==> src/hdl/cga_pkg.sv <==
// Shared constants for the CGA text port register block.
package cga_pkg;

   localparam int unsigned OP_W = 2;
   localparam int unsigned SEL_W = 3;
   localparam int unsigned BYTE_W = 8;
   localparam int unsigned TICKS_W = 32;
   localparam int unsigned TIMING_W = 16;
   localparam int unsigned PHASE_W = 18;
   localparam int unsigned GEN_W = 32;
   localparam int unsigned CSR_IDX_W = 2;
   localparam int unsigned CRTC_DEPTH = 6;
   localparam int unsigned CRTC_IDX_W = 3;
   localparam int unsigned DIV_W = TICKS_W + 1;
   localparam int unsigned CNT_W = 6;

   typedef enum logic [OP_W-1:0] {
      OP_READ    = 2'd0,
      OP_WRITE   = 2'd1,
      OP_ADVANCE = 2'd2,
      OP_NONE    = 2'd3
   } op_type;

   localparam logic [SEL_W-1:0] PORT_INDEX  = 3'd0;
   localparam logic [SEL_W-1:0] PORT_DATA   = 3'd1;
   localparam logic [SEL_W-1:0] PORT_MODE   = 3'd2;
   localparam logic [SEL_W-1:0] PORT_COLOR  = 3'd3;
   localparam logic [SEL_W-1:0] PORT_STATUS = 3'd4;

   localparam logic [CSR_IDX_W-1:0] CSR_ACTIVE  = 2'd0;
   localparam logic [CSR_IDX_W-1:0] CSR_HBLANK  = 2'd1;
   localparam logic [CSR_IDX_W-1:0] CSR_RETRACE = 2'd2;

   localparam logic [BYTE_W-1:0] CRTC_FIRST     = 8'h0a;
   localparam logic [BYTE_W-1:0] CRTC_LAST      = 8'h0f;
   localparam logic [BYTE_W-1:0] MODE_WIDE      = 8'h01;
   localparam logic [BYTE_W-1:0] MODE_GRAPHICS  = 8'h02;
   localparam logic [BYTE_W-1:0] MODE_COLOR     = 8'h04;
   localparam logic [BYTE_W-1:0] STATUS_DISPLAY = 8'h01;
   localparam logic [BYTE_W-1:0] STATUS_RETRACE = 8'h08;

   localparam logic [TIMING_W-1:0] ACTIVE_RESET  = 16'd48;
   localparam logic [TIMING_W-1:0] HBLANK_RESET  = 16'd8;
   localparam logic [TIMING_W-1:0] RETRACE_RESET = 16'd8;
   localparam logic [BYTE_W-1:0]   MODE_RESET    = 8'h05;
   localparam logic [BYTE_W-1:0]   CURSOR_START_RESET = 8'd6;
   localparam logic [BYTE_W-1:0]   CURSOR_END_RESET   = 8'd7;
   localparam logic [GEN_W-1:0]    GEN_RESET     = 32'd1;

endpackage

==> src/hdl/cga_text_port_registers_core.sv <==
// Top level of the CGA text port register block with an iterative modulo unit.
// Port reads and writes register their result on acceptance, one per cycle while the response
// output is free and no advance is running. A time advance runs 33 steps of the restoring
// remainder unit that reduce the 33-bit sum of phase and elapsed ticks by the raster period,
// then a write-back state; no new transaction is accepted until its result is registered.
// Synchronous active-high reset restores all port, timing and change-counter state.
module cga_text_port_registers_core
   import cga_pkg::*;
(
   input  logic                 clock,
   input  logic                 reset,
   input  logic                 req_tvalid,
   output logic                 req_tready,
   input  logic [39:0]          req_tdata,  // write_data, tick_count
   input  logic [4:0]           req_tuser,  // operation, port_select
   output logic                 rsp_tvalid,
   input  logic                 rsp_tready,
   output logic [47:0]          rsp_tdata,  // read_data, wide_columns, color_on, change_count
   input  logic                 csr_we,
   input  logic [CSR_IDX_W-1:0] csr_index,
   input  logic [TIMING_W-1:0]  csr_wdata
);

   typedef enum logic [1:0] {
      ST_IDLE,
      ST_DIVIDE,
      ST_DONE
   } state_type;

   localparam int unsigned RSP_W = BYTE_W + 2 + GEN_W;

   state_type              state_ff, state_in;
   logic                   rsp_valid_ff, rsp_valid_in;
   logic [RSP_W-1:0]       rsp_data_ff, rsp_data_in;
   logic [TIMING_W-1:0]    active_ff, active_in;
   logic [TIMING_W-1:0]    hblank_ff, hblank_in;
   logic [TIMING_W-1:0]    retrace_ff, retrace_in;
   logic [BYTE_W-1:0]      crtc_file_ff [CRTC_DEPTH];
   logic [BYTE_W-1:0]      crtc_file_in [CRTC_DEPTH];
   logic [BYTE_W-1:0]      pointer_ff, pointer_in;
   logic [BYTE_W-1:0]      mode_ff, mode_in;
   logic [BYTE_W-1:0]      color_ff, color_in;
   logic [PHASE_W-1:0]     phase_ff, phase_in;
   logic [GEN_W-1:0]       gen_ff, gen_in;
   logic [DIV_W-1:0]       dividend_ff, dividend_in;
   logic [PHASE_W-1:0]     rem_ff, rem_in;
   logic [PHASE_W-1:0]     period_ff, period_in;
   logic [CNT_W-1:0]       count_ff, count_in;

   logic                   out_free;
   logic                   accept;
   op_type                 req_op;
   logic [SEL_W-1:0]       req_sel;
   logic [BYTE_W-1:0]      req_byte;
   logic [TICKS_W-1:0]     req_ticks;
   logic                   crtc_hit;
   logic [BYTE_W-1:0]      crtc_offset;
   logic [CRTC_IDX_W-1:0]  crtc_sel;
   logic [BYTE_W-1:0]      status_val;
   logic [PHASE_W-1:0]     enable_limit;
   logic [PHASE_W:0]       trial;
   logic                   trial_ge;
   logic [BYTE_W-1:0]      rd_val;
   logic                   load_rsp;

   assign out_free    = !rsp_valid_ff || rsp_tready;
   assign req_tready  = (state_ff == ST_IDLE) && out_free;
   assign accept      = req_tvalid && req_tready;
   assign req_op      = op_type'(req_tuser[OP_W-1:0]);
   assign req_sel     = req_tuser[OP_W +: SEL_W];
   assign req_byte    = req_tdata[BYTE_W-1:0];
   assign req_ticks   = req_tdata[BYTE_W +: TICKS_W];

   assign crtc_hit    = (pointer_ff >= CRTC_FIRST) && (pointer_ff <= CRTC_LAST);
   assign crtc_offset = pointer_ff - CRTC_FIRST;
   assign crtc_sel    = crtc_offset[CRTC_IDX_W-1:0];

   assign enable_limit = PHASE_W'(retrace_ff) + PHASE_W'(active_ff);
   assign status_val  = (phase_ff < PHASE_W'(retrace_ff)) ? STATUS_RETRACE :
                        (phase_ff < enable_limit) ? STATUS_DISPLAY : '0;

   assign trial       = {rem_ff, dividend_ff[DIV_W-1]};
   assign trial_ge    = trial >= {1'b0, period_ff};

   assign rsp_tvalid  = rsp_valid_ff;
   assign rsp_tdata   = {{(48 - RSP_W){1'b0}}, rsp_data_ff};

   always_comb begin
      state_in     = state_ff;
      rsp_valid_in = rsp_valid_ff && !rsp_tready;
      rsp_data_in  = rsp_data_ff;
      active_in    = active_ff;
      hblank_in    = hblank_ff;
      retrace_in   = retrace_ff;
      crtc_file_in = crtc_file_ff;
      pointer_in   = pointer_ff;
      mode_in      = mode_ff;
      color_in     = color_ff;
      phase_in     = phase_ff;
      gen_in       = gen_ff;
      dividend_in  = dividend_ff;
      rem_in       = rem_ff;
      period_in    = period_ff;
      count_in     = count_ff;
      rd_val       = '0;
      load_rsp     = 1'b0;

      unique case (state_ff)
         ST_IDLE: begin
            if (accept) begin
               load_rsp = 1'b1;
               unique case (req_op)
                  OP_READ: begin
                     case (req_sel)
                        PORT_INDEX:  rd_val = pointer_ff;
                        PORT_DATA:   rd_val = crtc_hit ? crtc_file_ff[crtc_sel] : '0;
                        PORT_MODE:   rd_val = mode_ff;
                        PORT_COLOR:  rd_val = color_ff;
                        PORT_STATUS: rd_val = status_val;
                        default:     rd_val = '0;
                     endcase
                  end
                  OP_WRITE: begin
                     case (req_sel)
                        PORT_INDEX: pointer_in = req_byte;
                        PORT_DATA: begin
                           if (crtc_hit && (crtc_file_ff[crtc_sel] != req_byte)) begin
                              crtc_file_in[crtc_sel] = req_byte;
                              gen_in = gen_ff + 1'b1;
                           end
                        end
                        PORT_MODE: begin
                           if (((req_byte & MODE_GRAPHICS) == '0) && (mode_ff != req_byte)) begin
                              mode_in = req_byte;
                              gen_in = gen_ff + 1'b1;
                           end
                        end
                        PORT_COLOR: begin
                           if (color_ff != req_byte) begin
                              color_in = req_byte;
                              gen_in = gen_ff + 1'b1;
                           end
                        end
                        default: ;
                     endcase
                  end
                  OP_ADVANCE: begin
                     load_rsp    = 1'b0;
                     dividend_in = {1'b0, req_ticks} + DIV_W'(phase_ff);
                     rem_in      = '0;
                     period_in   = PHASE_W'(active_ff) + PHASE_W'(hblank_ff)
                                   + PHASE_W'(retrace_ff);
                     count_in    = CNT_W'(DIV_W - 1);
                     state_in    = ST_DIVIDE;
                  end
                  default: ;
               endcase
            end
         end
         ST_DIVIDE: begin
            rem_in      = trial_ge ? PHASE_W'(trial - {1'b0, period_ff})
                                   : trial[PHASE_W-1:0];
            dividend_in = {dividend_ff[DIV_W-2:0], 1'b0};
            if (count_ff == '0) begin
               state_in = ST_DONE;
            end else begin
               count_in = count_ff - 1'b1;
            end
         end
         ST_DONE: begin
            if (out_free) begin
               phase_in = rem_ff;
               load_rsp = 1'b1;
               state_in = ST_IDLE;
            end
         end
         default: state_in = ST_IDLE;
      endcase

      if (load_rsp) begin
         rsp_valid_in = 1'b1;
         rsp_data_in  = {gen_in, (mode_in & MODE_COLOR) != '0,
                         (mode_in & MODE_WIDE) != '0, rd_val};
      end

      if (csr_we) begin
         unique case (csr_index)
            CSR_ACTIVE: begin
               if (csr_wdata != '0) active_in = csr_wdata;
            end
            CSR_HBLANK: hblank_in = csr_wdata;
            CSR_RETRACE: begin
               if (csr_wdata != '0) begin
                  retrace_in = csr_wdata;
                  phase_in   = PHASE_W'(csr_wdata);
               end
            end
            default: ;
         endcase
      end
   end

   always_ff @(posedge clock) begin
      if (reset) begin
         state_ff     <= ST_IDLE;
         rsp_valid_ff <= 1'b0;
         active_ff    <= ACTIVE_RESET;
         hblank_ff    <= HBLANK_RESET;
         retrace_ff   <= RETRACE_RESET;
         for (int i = 0; i < CRTC_DEPTH; i++) begin
            crtc_file_ff[i] <= (i == 0) ? CURSOR_START_RESET :
                               (i == 1) ? CURSOR_END_RESET : '0;
         end
         pointer_ff   <= '0;
         mode_ff      <= MODE_RESET;
         color_ff     <= '0;
         phase_ff     <= PHASE_W'(RETRACE_RESET);
         gen_ff       <= GEN_RESET;
      end else begin
         state_ff     <= state_in;
         rsp_valid_ff <= rsp_valid_in;
         active_ff    <= active_in;
         hblank_ff    <= hblank_in;
         retrace_ff   <= retrace_in;
         crtc_file_ff <= crtc_file_in;
         pointer_ff   <= pointer_in;
         mode_ff      <= mode_in;
         color_ff     <= color_in;
         phase_ff     <= phase_in;
         gen_ff       <= gen_in;
      end
      rsp_data_ff <= rsp_data_in;
      dividend_ff <= dividend_in;
      rem_ff      <= rem_in;
      period_ff   <= period_in;
      count_ff    <= count_in;
   end

`ifndef SYNTHESIS
   a_advance_starts_divide: assert property (@(posedge clock) disable iff (reset)
      (accept && (req_op == OP_ADVANCE)) |=> (state_ff == ST_DIVIDE))
      else $error("Advance transaction did not start the remainder unit.");

   a_remainder_in_range: assert property (@(posedge clock) disable iff (reset)
      (state_ff == ST_DONE) |-> (rem_ff < period_ff))
      else $error("Remainder is not below the raster period.");

   a_divide_keeps_generation: assert property (@(posedge clock) disable iff (reset)
      (state_ff == ST_DIVIDE) |=> $stable(gen_ff))
      else $error("Generation changed during an advance.");
`endif

endmodule

==> config.mk <==
export PLATFORM = sky130hd
export DESIGN_NAME = cga_text_port_registers_core
export DESIGN_NICKNAME = d
export VERILOG_FILES = /design/src/hdl/cga_pkg.sv /design/src/hdl/cga_text_port_registers_core.sv
export SDC_FILE = /design/constraint.sdc
export NUM_CORES = 1
export LEC_CHECK = 0
export ABC_AREA = 0
export BUFFER_PORTS_ARGS = -buffer_cell sky130_fd_sc_hd__buf_4
export CORE_MARGIN = 3
export CORE_UTILIZATION = 45
export CTS_BUF_LIST = sky130_fd_sc_hd__clkbuf_4 sky130_fd_sc_hd__clkbuf_8
export DETAILED_ROUTE_END_ITERATION = 8
export PLACE_DENSITY = 0.73
export REMOVE_ABC_BUFFERS = 1
export SKIP_CTS_REPAIR_TIMING = 1
export SLEW_MARGIN = 0
export SYNTH_ARGS = -nofsm -noshare
export SYNTH_HDL_FRONTEND = slang
export SYNTH_SLANG_ARGS = --single-unit
==> constraint.sdc <==
create_clock -name clock -period 5 [get_ports clock]
set_input_delay 0.25 -clock clock [delete_from_list [all_inputs] [get_ports clock]]
set_output_delay 0.25 -clock clock [all_outputs]
set_load 0.02 [all_outputs]
==> flow_metrics.env <==
export IMPL_outcome="finished, final reports clean"
export IMPL_netSwitchingFraction_pct=26.2
export IMPL_grt_ovfl_total=0
export IMPL_reg2reg_depth=10
export IMPL_hp_class="in2reg"
export IMPL_htreeDepth=2
export IMPL_dr_first_iter_drc_count=1080
export IMPL_grt_pass1_wl_microns=64000
export IMPL_peakVddDrop_v=0.000152
export IMPL_slew_headroom_pct=20.1
export IMPL_rsz0062_at_grt="no"
export IMPL_power_mw=5.49
export IMPL_rows=69
export IMPL_num_io_pins=118
export IMPL_ys_flop_type="dfxtp_1"
export IMPL_syn_to_final_growth_pct=13.9
export IMPL_hold_viol=0
export IMPL_crit_type="reg2reg"
export IMPL_critPathLaunch="pointer_ff[1]$_SDFFE_PP0P_"
export IMPL_seq_area_frac_synth_pct=41.9
export IMPL_ys_warn_count=0
export IMPL_comb_power_share_pct=12.9
export IMPL_yosysUniqueCellTypes=75
export IMPL_drt_total_wl_microns=40200
export IMPL_dr_pass1_iters=6
export IMPL_cts_tree="yes"
export IMPL_preCtsSetupSlack_ns=1.12
export IMPL_nFillCells=3200
export IMPL_p_sw_mw=1.44
export IMPL_p_clk_share_pct=39.6
export IMPL_numCtsBuffers=48
export IMPL_whs_path_depth=4
export IMPL_maxSlewViolCount=0
export IMPL_fin_ws_ns=1.07
export IMPL_first_global_vias=12800
export IMPL_netlist_top_cell_by_area="edfxtp_1"
export IMPL_cts_buffer_depth=3
export IMPL_synthCells=1817
export IMPL_p_seq_share_pct=47.4
export IMPL_period_share_pct=78.5
export IMPL_grt_start_max_net_pins=107
export IMPL_cts_root_buf="clkbuf_8"
export IMPL_nets=2111
export IMPL_ys_ff_latch=290
export IMPL_viasPerCell=5.58
export IMPL_leakagePower_nw=7.52
export IMPL_design_core_area_sq_mm=0.0360
export IMPL_drv_cap=0
export IMPL_start_util_pct=46.3
export IMPL_drtAntennaViolNets=0
export IMPL_dr_total_vias=13500
export IMPL_async_flop_share_pct=0
export IMPL_fin_util_pct=52.7
export IMPL_yosys_top_cells_area="edfxtp_1 (21%), dfxtp_1 (21%), ha_1 (7.8%)"
export IMPL_antenna_cells=0
export IMPL_syn_area_sq_mm=0.0167
export IMPL_hp_start="rsp_tready"
export IMPL_clkTransAtPathRegs_ns=0.07
export IMPL_post_route_min_period_ns=3.93
export IMPL_start_kind="flip-flop"
export IMPL_antenna_found_initial=0
export IMPL_max_freq_ghz=0.255
export IMPL_die_h_microns=198
export IMPL_drc=0
export IMPL_worstPathRequired_ns=5.44
export IMPL_wl_per_cell_microns=16.6
export IMPL_worstReg2RegStart="pointer_ff[1]$_SDFFE_PP0P_"
export IMPL_power_density_mw_per_mm2=290
export IMPL_whs_ns=0.0195
export IMPL_cp_max_fo=20
export IMPL_synth_top_area_share_pct=21.1
export IMPL_max_slew_worst_pin_slew_ns=1.19
export IMPL_final_setup_viol_count=0
export IMPL_finClkSkew_ns=0.0329
export IMPL_layout_drive_gt1_share_pct=13.3
export IMPL_crit_arrival_ns=4.37
export IMPL_final_seq_area_sq_mm=0.00698
export IMPL_grt_use_total_pct=19.8
export IMPL_crit_path_end_kind="flip-flop"
export IMPL_numClockSinks=290
export IMPL_synth_area_per_cell_sq_um=9.16
export IMPL_synth_edf_count=117
export IMPL_p_int_mw=4.06
export IMPL_dieArea_sq_mm=0.0393
export IMPL_dieWidth_microns=198
export IMPL_dp_hpwl_microns=29000
export IMPL_gp_congestion=0.894
export IMPL_portBuffers=111
export IMPL_clkLatencyLatePin_ns=0.59
export IMPL_multi_input_area_sq_mm=0.00905
-- flip-flops by register name, indices dropped and copies added (netlist names), 18 cells and up --
register      flops
gen_ff           32
dividend_ff      33
phase_ff         18
rem_ff           18
period_ff        18
rsp_data_ff      42
crtc_file_ff     48
-- critical path: stages, from the launching register on --
cell	delay, ns
dfxtp_1	0.70
buf_4	0.27
mux4_2	0.50
nor2b_1	0.17
o21ai_0	0.16
a22oi_1	0.10
and4_1	0.32
o21ai_4	0.50
nand2_2	0.35
or4_1	0.58
nand2_1	0.11
-- path summary, 6_finish.rpt --
kind	to	slack [ns]
worst max register to register	rsp_data_ff[35]$_DFFE_PP_	1.07
worst max-delay path	rsp_data_ff[35]$_DFFE_PP_	1.07
worst min-delay path	rsp_tvalid$_SDFF_PP0_	0.02
worst min register to register	crtc_file_ff[29]$_SDFFE_PP0P_	0.45
-- layout make-up --
| cell class | count | share of cell area (%) |
|---|---|---|
| Sequential cell | 290 | 36.8 |
| Clock buffer | 69 | 4.51 |
| Multi-Input combinational cell | 1369 | 47.7 |
| Tap cell | 461 | 3.04 |
| Inverter | 71 | 1.40 |
| Clock inverter | 18 | 0.791 |
| Timing Repair Buffer | 139 | 5.78 |
-- synth_stat cells (25+ instances only) --
library cell,number
dfxtp_1,173
xnor2_1,55
nor2_1,148
xor2_1,49
nand2_1,215
nand3_1,85
nor2b_1,46
nor3_1,32
o21ai_0,71
inv_1,71
mux2i_1,42
a21oi_1,193
and3_1,25
ha_1,104
edfxtp_1,117
clkbuf_1,72
-- per-layer routing --
metal | vias to the layer above | share of wire, % | GRT usage [%] | wire [microns]
li1 | 6640 | - | - | -
met2 | 412 | 45 | 31.5 | 18100
met1 | 6364 | 46 | 27.8 | 18500
met5 | - | 0 | 0 | 0
met4 | 0 | 2.3 | 5.82 | 941
met3 | 75 | 6.5 | 3.20 | 2590
-- kinds of logic after synthesis --
family	share of synthesized area (%)
flip-flops	41.9
AND/OR/NAND/NOR	19.3
adder cells (fa/ha/maj)	10.2
multiplexers	5.39
buffers and inverters	4.07
AO/OA/AOI/OAI	13.6
other	0.0225
XOR/XNOR	5.47
-- placed cells by master, fill, tap and decap left out, types with 13 or more instances in the layout --
cell type      netlist  routed
nand2_1            215     215
a21oi_1            193     193
dfxtp_1            173     173
nor2_1             148     147
buf_4                8     122
edfxtp_1           117     117
ha_1               104     104
nand3_1             85      85
inv_1               71      71
o21ai_0             71      71
xnor2_1             55      55
clkbuf_8             0      54
xor2_1              49      49
nor2b_1             46      44
mux2i_1             42      42
nor3_1              32      32
and3_1              25      25
mux2_2              24      24
nand4_1             23      23
nand2b_1            22      22
a21o_1              21      21
fa_1                20      20
or3_1               16      16
dlygate4sd3_1        0      16
and2_1              15      15
clkbuf_4             0      15
a211oi_1            13      13
o21ai_1             14      13
-- through the flow --
step	TNS, ns	cell area, sq um	instances
finish	0	19000	2417
global route	0	19000	2417
CTS	0	18800	2401
detailed placement	0	17800	2314
global placement	0	17800	2314
floorplan	-2.08	16300	1730
-- power by group through the flow --
stage | Clock [mW] | Combinational, mW | Sequential, mW
6_report | 2.18 | 0.709 | 2.61
3_5_place_dp | 0 | 0.692 | 2.66
3_3_place_gp | 0 | 0.674 | 2.65
4_1_cts | 2.23 | 0.697 | 2.61
2_1_floorplan | 0 | 0.419 | 2.67
5_1_grt | 2.33 | 0.785 | 2.61
(Power assumes the default switching activity.)
